$ cat config.mk
export PLATFORM = sky130hd
export DESIGN_NAME = unique_list_sort_search_unit
export DESIGN_NICKNAME = d
export VERILOG_FILES = /design/src/rtl/ulss_pkg.sv /design/src/rtl/ulss_ram.sv /design/src/rtl/ulss_ctrl.sv /design/src/rtl/unique_list_sort_search_unit.sv
export VERILOG_INCLUDE_DIRS = /design/src /design/src/rtl
export SDC_FILE = /design/constraint.sdc
export NUM_CORES = 1
export LEC_CHECK = 0
export BUFFER_PORTS_ARGS = -buffer_cell sky130_fd_sc_hd__buf_4
export CORE_ASPECT_RATIO = 1.5
export CORE_MARGIN = 2
export CORE_UTILIZATION = 39
export DETAILED_ROUTE_END_ITERATION = 8
export SLEW_MARGIN = 10
export SYNTH_ARGS = -nofsm -noshare
export SYNTH_HDL_FRONTEND = slang
export SYNTH_SLANG_ARGS = --single-unit
$ cat constraint.sdc
create_clock -name clk -period 5.2 [get_ports clk]
set_clock_uncertainty 0.15 [all_clocks]
set_input_delay 0 -clock clk [delete_from_list [all_inputs] [get_ports clk]]
set_output_delay 0 -clock clk [all_outputs]
set_load 0.01 [all_outputs]
$ cat src/rtl/unique_list_sort_search_unit_macros.svh
// Assertion macros shared by the unique list sort/search unit.
// Depends on a clock named clk and an active-low reset named rst_n in scope.
`ifndef UNIQUE_LIST_SORT_SEARCH_UNIT_MACROS_SVH
`define UNIQUE_LIST_SORT_SEARCH_UNIT_MACROS_SVH

// Same-cycle implication, disabled during reset.
`define ULSS_ASSERT_NOW(label, ante, cons, msg) \
    label: assert property (@(posedge clk) disable iff (!rst_n) (ante) |-> (cons)) \
        else $error(msg);

// Next-cycle implication, disabled during reset.
`define ULSS_ASSERT_NEXT(label, ante, cons, msg) \
    label: assert property (@(posedge clk) disable iff (!rst_n) (ante) |=> (cons)) \
        else $error(msg);

`endif

$ cat src/rtl/ulss_pkg.sv
// Shared types and constants for the unique list sort/search unit.
// No dependencies.
package ulss_pkg;

    localparam int DEPTH = 16;
    localparam int AW    = (DEPTH > 1) ? $clog2(DEPTH) : 1;
    localparam int CW    = $clog2(DEPTH + 1);
    localparam int KEY_W = 16;
    localparam int POS_W = 5;

    typedef enum logic [1:0] {
        FN_INSERT   = 2'd0,
        FN_SORT_ASC = 2'd1,
        FN_SORT_DSC = 2'd2,
        FN_SEARCH   = 2'd3
    } func_t;

    typedef enum logic [2:0] {
        ST_ADDED    = 3'd0,
        ST_DUP      = 3'd1,
        ST_FOUND    = 3'd2,
        ST_NOTFOUND = 3'd3,
        ST_EMPTY    = 3'd4,
        ST_FULL_OK  = 3'd5
    } status_t;

    typedef enum logic [2:0] {
        S_IDLE,
        S_SCAN,
        S_WAIT_V,
        S_CMP,
        S_WR0,
        S_DONE
    } state_t;

    typedef struct packed {
        logic             we;
        logic [AW-1:0]    waddr;
        logic [KEY_W-1:0] wdata;
        logic [AW-1:0]    raddr;
    } ram_req_t;

    typedef struct packed {
        logic             valid;
        status_t          status;
        logic [POS_W-1:0] position;
    } result_t;

endpackage

$ cat src/rtl/ulss_ram.sv
// Simple dual-port RAM: one write port, one read port with registered data.
// No dependencies.
module ulss_ram #(
    parameter int WIDTH = 16,
    parameter int DEPTH = 16,
    parameter int AW    = (DEPTH > 1) ? $clog2(DEPTH) : 1
) (
    input  logic             clk,
    input  logic             we,
    input  logic [AW-1:0]    waddr,
    input  logic [WIDTH-1:0] wdata,
    input  logic [AW-1:0]    raddr,
    output logic [WIDTH-1:0] rdata
);

    logic [WIDTH-1:0] mem [DEPTH];

    always_ff @(posedge clk)
    begin
        if (we)
        begin
            mem[waddr] <= wdata;
        end
    end

    always_ff @(posedge clk)
    begin
        rdata <= mem[raddr];
    end

endmodule

$ cat src/rtl/ulss_ctrl.sv
// Sequencer for the unique list: scans for insert/search and runs the
// insertion sort over the table RAM. Depends on ulss_pkg and the macro header.
`include "unique_list_sort_search_unit_macros.svh"

module ulss_ctrl (
    input  logic                    clk,
    input  logic                    rst_n,
    input  logic                    in_valid,
    output logic                    in_stall,
    input  logic [1:0]              func,
    input  logic signed [15:0]      key,
    output ulss_pkg::ram_req_t      ram_req,
    input  logic [15:0]             ram_rdata,
    output ulss_pkg::result_t       res,
    input  logic                    out_free
);

    ulss_pkg::state_t state_reg, state_next;
    ulss_pkg::func_t  func_reg, func_next;
    logic signed [15:0] key_reg, key_next;
    logic signed [15:0] v_reg, v_next;
    logic [ulss_pkg::CW-1:0] count_reg, count_next;
    logic [ulss_pkg::CW-1:0] a_reg, a_next;
    logic [ulss_pkg::CW-1:0] i_reg, i_next;
    logic [ulss_pkg::CW-1:0] j_reg, j_next;
    logic [ulss_pkg::AW-1:0] pidx_reg, pidx_next;
    logic                    pend_reg, pend_next;
    ulss_pkg::status_t       rstat_reg, rstat_next;
    logic [ulss_pkg::POS_W-1:0] rpos_reg, rpos_next;

    logic signed [15:0] rd;
    logic [ulss_pkg::CW-1:0] i_inc;
    logic [ulss_pkg::CW-1:0] pos_wide;
    logic move;

    logic count_ok;
    logic wr_state;
    logic sort_idx_ok;
    logic res_wait;

    assign rd       = $signed(ram_rdata);
    assign i_inc    = i_reg + 1'b1;
    assign pos_wide = ulss_pkg::CW'(pidx_reg) + 1'b1;
    assign move     = (func_reg == ulss_pkg::FN_SORT_DSC) ? (rd < v_reg) : (rd > v_reg);

    assign in_stall     = (state_reg != ulss_pkg::S_IDLE);
    assign res.valid    = (state_reg == ulss_pkg::S_DONE);
    assign res.status   = rstat_reg;
    assign res.position = rpos_reg;

    always_ff @(posedge clk or negedge rst_n)
    begin
        if (!rst_n)
        begin
            state_reg <= ulss_pkg::S_IDLE;
            count_reg <= '0;
            pend_reg  <= 1'b0;
        end
        else
        begin
            state_reg <= state_next;
            count_reg <= count_next;
            pend_reg  <= pend_next;
        end
    end

    always_ff @(posedge clk)
    begin
        func_reg  <= func_next;
        key_reg   <= key_next;
        v_reg     <= v_next;
        a_reg     <= a_next;
        i_reg     <= i_next;
        j_reg     <= j_next;
        pidx_reg  <= pidx_next;
        rstat_reg <= rstat_next;
        rpos_reg  <= rpos_next;
    end

    // Reads and writes never touch the same entry in one cycle: the sort writes
    // entry j while it reads j-2 or the next outer entry, so no forwarding is needed.
    always_comb
    begin
        state_next    = state_reg;
        func_next     = func_reg;
        key_next      = key_reg;
        v_next        = v_reg;
        count_next    = count_reg;
        a_next        = a_reg;
        i_next        = i_reg;
        j_next        = j_reg;
        pidx_next     = pidx_reg;
        pend_next     = 1'b0;
        rstat_next    = rstat_reg;
        rpos_next     = rpos_reg;
        ram_req.we    = 1'b0;
        ram_req.waddr = '0;
        ram_req.wdata = '0;
        ram_req.raddr = '0;

        case (state_reg)
            ulss_pkg::S_IDLE:
            begin
                if (in_valid)
                begin
                    func_next = ulss_pkg::func_t'(func);
                    key_next  = key;
                    a_next    = '0;
                    rpos_next = '0;
                    if (ulss_pkg::func_t'(func) == ulss_pkg::FN_INSERT)
                    begin
                        state_next = ulss_pkg::S_SCAN;
                    end
                    else if (count_reg == '0)
                    begin
                        rstat_next = ulss_pkg::ST_EMPTY;
                        state_next = ulss_pkg::S_DONE;
                    end
                    else if (ulss_pkg::func_t'(func) == ulss_pkg::FN_SEARCH)
                    begin
                        state_next = ulss_pkg::S_SCAN;
                    end
                    else if (count_reg == ulss_pkg::CW'(1))
                    begin
                        rstat_next = ulss_pkg::ST_FULL_OK;
                        state_next = ulss_pkg::S_DONE;
                    end
                    else
                    begin
                        ram_req.raddr = ulss_pkg::AW'(1);
                        i_next        = ulss_pkg::CW'(1);
                        j_next        = ulss_pkg::CW'(1);
                        state_next    = ulss_pkg::S_WAIT_V;
                    end
                end
            end

            ulss_pkg::S_SCAN:
            begin
                if (a_reg < count_reg)
                begin
                    ram_req.raddr = a_reg[ulss_pkg::AW-1:0];
                    pidx_next     = a_reg[ulss_pkg::AW-1:0];
                    pend_next     = 1'b1;
                    a_next        = a_reg + 1'b1;
                end
                if (pend_reg && (rd == key_reg))
                begin
                    if (func_reg == ulss_pkg::FN_INSERT)
                    begin
                        rstat_next = ulss_pkg::ST_DUP;
                    end
                    else
                    begin
                        rstat_next = ulss_pkg::ST_FOUND;
                        rpos_next  = pos_wide[ulss_pkg::POS_W-1:0];
                    end
                    pend_next  = 1'b0;
                    state_next = ulss_pkg::S_DONE;
                end
                else if (!pend_reg && (a_reg == count_reg))
                begin
                    if (func_reg != ulss_pkg::FN_INSERT)
                    begin
                        rstat_next = ulss_pkg::ST_NOTFOUND;
                    end
                    else if (count_reg >= ulss_pkg::CW'(ulss_pkg::DEPTH))
                    begin
                        rstat_next = ulss_pkg::ST_FULL_OK;
                    end
                    else
                    begin
                        ram_req.we    = 1'b1;
                        ram_req.waddr = count_reg[ulss_pkg::AW-1:0];
                        ram_req.wdata = key_reg;
                        count_next    = count_reg + 1'b1;
                        rstat_next    = ulss_pkg::ST_ADDED;
                    end
                    state_next = ulss_pkg::S_DONE;
                end
            end

            ulss_pkg::S_WAIT_V:
            begin
                v_next        = rd;
                ram_req.raddr = ulss_pkg::AW'(j_reg - 1'b1);
                state_next    = ulss_pkg::S_CMP;
            end

            ulss_pkg::S_CMP:
            begin
                ram_req.we    = 1'b1;
                ram_req.waddr = j_reg[ulss_pkg::AW-1:0];
                if (move)
                begin
                    ram_req.wdata = rd;
                    j_next        = j_reg - 1'b1;
                    if (j_reg == ulss_pkg::CW'(1))
                    begin
                        state_next = ulss_pkg::S_WR0;
                    end
                    else
                    begin
                        ram_req.raddr = ulss_pkg::AW'(j_reg - ulss_pkg::CW'(2));
                    end
                end
                else
                begin
                    ram_req.wdata = v_reg;
                    if (i_inc < count_reg)
                    begin
                        ram_req.raddr = i_inc[ulss_pkg::AW-1:0];
                        i_next        = i_inc;
                        j_next        = i_inc;
                        state_next    = ulss_pkg::S_WAIT_V;
                    end
                    else
                    begin
                        rstat_next = ulss_pkg::ST_FULL_OK;
                        state_next = ulss_pkg::S_DONE;
                    end
                end
            end

            ulss_pkg::S_WR0:
            begin
                ram_req.we    = 1'b1;
                ram_req.waddr = '0;
                ram_req.wdata = v_reg;
                if (i_inc < count_reg)
                begin
                    ram_req.raddr = i_inc[ulss_pkg::AW-1:0];
                    i_next        = i_inc;
                    j_next        = i_inc;
                    state_next    = ulss_pkg::S_WAIT_V;
                end
                else
                begin
                    rstat_next = ulss_pkg::ST_FULL_OK;
                    state_next = ulss_pkg::S_DONE;
                end
            end

            ulss_pkg::S_DONE:
            begin
                if (out_free)
                begin
                    state_next = ulss_pkg::S_IDLE;
                end
            end

            default:
            begin
                state_next = ulss_pkg::S_IDLE;
            end
        endcase
    end

    assign count_ok    = (count_reg <= ulss_pkg::CW'(ulss_pkg::DEPTH));
    assign wr_state    = (state_reg == ulss_pkg::S_SCAN) || (state_reg == ulss_pkg::S_CMP)
                         || (state_reg == ulss_pkg::S_WR0);
    assign sort_idx_ok = (j_reg != '0) && (j_reg <= i_reg) && (i_reg < count_reg);
    assign res_wait    = res.valid && !out_free;

    `ULSS_ASSERT_NOW(a_count_bound, 1'b1, count_ok, "count above depth")
    `ULSS_ASSERT_NOW(a_write_states, ram_req.we, wr_state, "RAM write outside scan or sort")
    `ULSS_ASSERT_NOW(a_sort_index, state_reg == ulss_pkg::S_CMP, sort_idx_ok, "bad sort index")
    `ULSS_ASSERT_NEXT(a_result_hold, res_wait, $stable(res), "pending result changed")

endmodule

$ cat src/rtl/unique_list_sort_search_unit.sv
// Unique list sort/search unit: an ordered table of distinct signed keys.
// Channels: input (in_valid, in_stall, func, key) and output (out_valid,
// out_stall, status, position); an item moves when valid is high and stall low.
// Every input item yields exactly one result item, in order.
// Insert and search scan the table through the RAM read port, one entry per
// cycle; an early match ends the scan. A sort takes each entry in turn, moves
// the entries before it that belong after it up by one, and writes it into
// the freed slot, bounded by the single read and single write port of the RAM.
// Items are handled one at a time; in_stall is high while an item is in work.
// The result register lets the next item start while a result waits; the
// sequencer holds its finished result only while that register is still full.
// Reset clears the entry count and the control state. The table needs no
// clearing pass: only entries below the count are ever read.
// While out_valid and out_stall are both high the result register holds status and position.
// Depends on ulss_pkg, ulss_ram and ulss_ctrl.
module unique_list_sort_search_unit (
    input  logic               clk,
    input  logic               rst_n,
    input  logic               in_valid,
    output logic               in_stall,
    input  logic [1:0]         func,
    input  logic signed [15:0] key,
    output logic               out_valid,
    input  logic               out_stall,
    output logic [2:0]         status,
    output logic [4:0]         position
);

    ulss_pkg::ram_req_t ram_req;
    ulss_pkg::result_t  res;
    logic [15:0]        ram_rdata;
    logic               out_free;
    logic               out_valid_reg, out_valid_next;
    logic [2:0]         status_reg;
    logic [4:0]         position_reg;

    assign out_free       = !out_valid_reg || !out_stall;
    assign out_valid_next = res.valid ? 1'b1 : (out_valid_reg && out_stall);

    ulss_ram #(
        .WIDTH (ulss_pkg::KEY_W),
        .DEPTH (ulss_pkg::DEPTH),
        .AW    (ulss_pkg::AW)
    ) u_ram (
        .clk   (clk),
        .we    (ram_req.we),
        .waddr (ram_req.waddr),
        .wdata (ram_req.wdata),
        .raddr (ram_req.raddr),
        .rdata (ram_rdata)
    );

    ulss_ctrl u_ctrl (
        .clk       (clk),
        .rst_n     (rst_n),
        .in_valid  (in_valid),
        .in_stall  (in_stall),
        .func      (func),
        .key       (key),
        .ram_req   (ram_req),
        .ram_rdata (ram_rdata),
        .res       (res),
        .out_free  (out_free)
    );

    always_ff @(posedge clk or negedge rst_n)
    begin
        if (!rst_n)
        begin
            out_valid_reg <= 1'b0;
        end
        else if (out_free)
        begin
            out_valid_reg <= out_valid_next;
        end
    end

    always_ff @(posedge clk)
    begin
        if (res.valid && out_free)
        begin
            status_reg   <= res.status;
            position_reg <= res.position;
        end
    end

    assign out_valid = out_valid_reg;
    assign status    = status_reg;
    assign position  = position_reg;

endmodule

==> impl_metrics.tcl <==
set metrics [dict create \
    status "finished, violations left" \
    violations "design-rule violations" \
    track_usage 0.2041 \
    leakage_nw 6.273 \
    required_ps 5520 \
    synthArstFlopShare 0.02849 \
    largest_reg_flops 256 \
    synth_cells 1181 \
    final_nets 1314 \
    ys_ff_latch 351 \
    worstSetupStartpointType "flip-flop" \
    area_growth_pct 14.64 \
    synth.top_cell.area_share 0.6255 \
    fin_ws_ps 572.3 \
    period_needed_ps 4628 \
    n_fill_cell 3597 \
    num_vias 10240 \
    syn_area_per_cell_um2 13.21 \
    synth_top_cells_by_count "edfxtp_1 (325), nand3_1 (110), nand2_1 (98)" \
    post-place-ws_ps 573.9 \
    grt_pass1_wl_mm 63.96 \
    final_antenna_net_count 0 \
    yosys.cell_types.count 83 \
    clkSinkCount 351 \
    drt-initial-drc-count 1197 \
    grt.overflow.total 0 \
    clock.fmax_mhz 216.1 \
    tns_ps 0 \
    antenna_found_initial 0 \
    place_inst 1696 \
    fin_util 0.4537 \
    die_area_mm2 0.04166 \
    io_pins 32 \
    slew_violations 0 \
    routed_wirelength_mm 42.70 \
    cts_root_buf "clkbuf_16" \
    post-dp-hpwl_mm 28.87 \
    end_kind "flip-flop" \
    synth_ff_type "edfxtp_1" \
    syn-cell-area_mm2 0.01560 \
    power_density_mw_per_mm2 523.1 \
    grt_pass1_vias 10360 \
    grt_max_degree 49 \
    worstPathArrival_ps 4950 \
    dr.pass1.iters 9 \
    hp-class "in2reg" \
    viasPerCell 5.745 \
    coreArea_mm2 0.03942 \
    synth_area_leader_cell "edfxtp_1" \
    maxCapViolCount 0 \
    clk_pin_slew_ps 60 \
    worstSkewPairLatency_ps 550 \
    ys_seq_area_frac 0.6621 \
    gp_congestion 0.8815 \
    rsz0062_at_grt "no" \
    numCtsBuffers 36 \
    htree_num_levels 2 \
    cts_tree "done" \
    synth_edf_count 325 \
    fp.dieW_um 167.3 \
    clockBufferDepth 3 \
    setup_viol 0 \
    worstMarginPinSlew_ps 999.3 \
    synth_most_common_cell "edfxtp_1" \
    portBuffers 31 \
    syn_nets 1239 \
    slew_headroom 0.3281 \
    drive_gt1_frac 0.1325 \
    cts-resized-gates 0 \
    peakVddDrop_mv 0.2490 \
    synth_area_leaders "edfxtp_1 (63%), nand3_1 (3.5%), ha_1 (2.9%)" \
    min_period_over_period 0.8899 \
    hold_viol_final 0 \
    top_register "u_ram.mem" \
    wl_per_cell_um 23.95 \
    start_util 0.3958 \
    cp_max_fo 16 \
    drc_errors 3 \
    ys_warn_count 0 \
    layout.cells.non_filler 1783 \
    diodes 0 \
    fp.dieH_um 249.0 \
    critPathKind "reg2reg" \
    rows 89 \
]
layout make-up:
| class | count | area, µm² | share of cell area |
|---|---|---|---|
| clock inverter | 24 | 232.7 | 0.01301 |
| sequential | 351 | 10330 | 0.5775 |
| multi-input combinational | 703 | 4726 | 0.2642 |
| inverter | 69 | 259.0 | 0.01448 |
| clock buffer | 41 | 919.6 | 0.05142 |
| tap | 500 | 625.6 | 0.03498 |
| timing repair buffer | 95 | 793.3 | 0.04435 |
placed cells by master, fill, tap and decap left out, types with 7 or more instances in the layout:
master and instances:
dfrtp_1 10, o21ai_0 77, clkbuf_16 36, a222oi_1 16
and3_1 8, ha_1 36, clkinv_1 9, mux4_2 7
xnor2_1 22, buf_4 71, inv_1 67, nand2_1 98
o2111ai_1 32, dfxtp_1 16, nand4_1 33, nor2_1 63
and4b_1 10, nand3_1 110, edfxtp_1 325, and2_1 7
mux2i_1 25, a32o_1 9, a21oi_1 17, nor3_1 27
dlygate4sd3_1 22, xor2_1 11
timing repair:
item / 4_1_cts / 5_1_grt
setup buffers: 0 / 0
hold buffers: 22 / 0
setup endpoints to repair: 0 / 0
hold endpoints to repair: 50 / 0
metal layers:
metal,up-vias,share of wire,global-route usage
met1,5157,0.38,0.2333
met2,312,0.53,0.3730
met3,101,0.039,0.02399
met5,-,0,0
met4,0,0.055,0.1058
li1,4673,-,-
worst paths after layout:
| path | startpoint | endpoint | slack (ps) | cells past startpoint |
|---|---|---|---|---|
| worst max-delay path | u_ctrl.i_reg[0] | u_ram.rdata[4] | 570 | 18 |
| worst max register to register | u_ctrl.i_reg[0] | u_ram.rdata[4] | 570 | 18 |
| worst min-delay path | key[12] | u_ctrl.key_reg[12] | 30 | 2 |
| worst min register to register | u_ctrl.rpos_reg[3] | position[3] | 270 | 0 |
| min in group asynchronous | rst_n | u_ctrl.state_reg[0] | 360 | 3 |
| max in group asynchronous | rst_n | u_ctrl.count_reg[0] | 4170 | 3 |
power breakdown:
group / internal [mW] / switching, mW
Sequential: 3.49 / 0.269
Combinational: 1.06 / 1.97
Clock: 1.44 / 1.13
Total: 5.99 / 3.37
metrics by stage:
step,total power [mW],hold WS [ps],cell area (µm²)
3_5_place_dp,6.824,-301.3,16510
6_report,9.356,28.97,17890
5_1_grt,9.765,25.64,17890
3_3_place_gp,6.792,-300.9,16510
2_1_floorplan,5.786,-445.6,15600
4_1_cts,9.391,11.24,17890
cells by family after synthesis:
kind of cell / count (synthesis) / synth area share
AOI/OAI and AO/OA: 200 / 0.09278
xor gates and xnor gates: 33 / 0.01852
adders and majority gates: 36 / 0.02887
buffers and inverters: 127 / 0.03585
DFF: 351 / 0.6621
muxes: 40 / 0.03216
and+or+nand+nor: 394 / 0.1298
worst max-delay path, stage by stage, from the launching register on:
cell and delay [ps]:
edfxtp_1 440, ha_1 340, ha_1 300, a21boi_0 120, o21a_1 170, o21a_1 150, o21ai_0 300, nand2_1 130
clkinv_1 80, ha_1 220, and2_1 150, o21ai_1 80, a311oi_1 270, a21oi_1 60, and3_2 360, and4b_1 510
nand3_1 160, o2111ai_1 290, nor3_1 280
(Power assumes the default switching activity.)
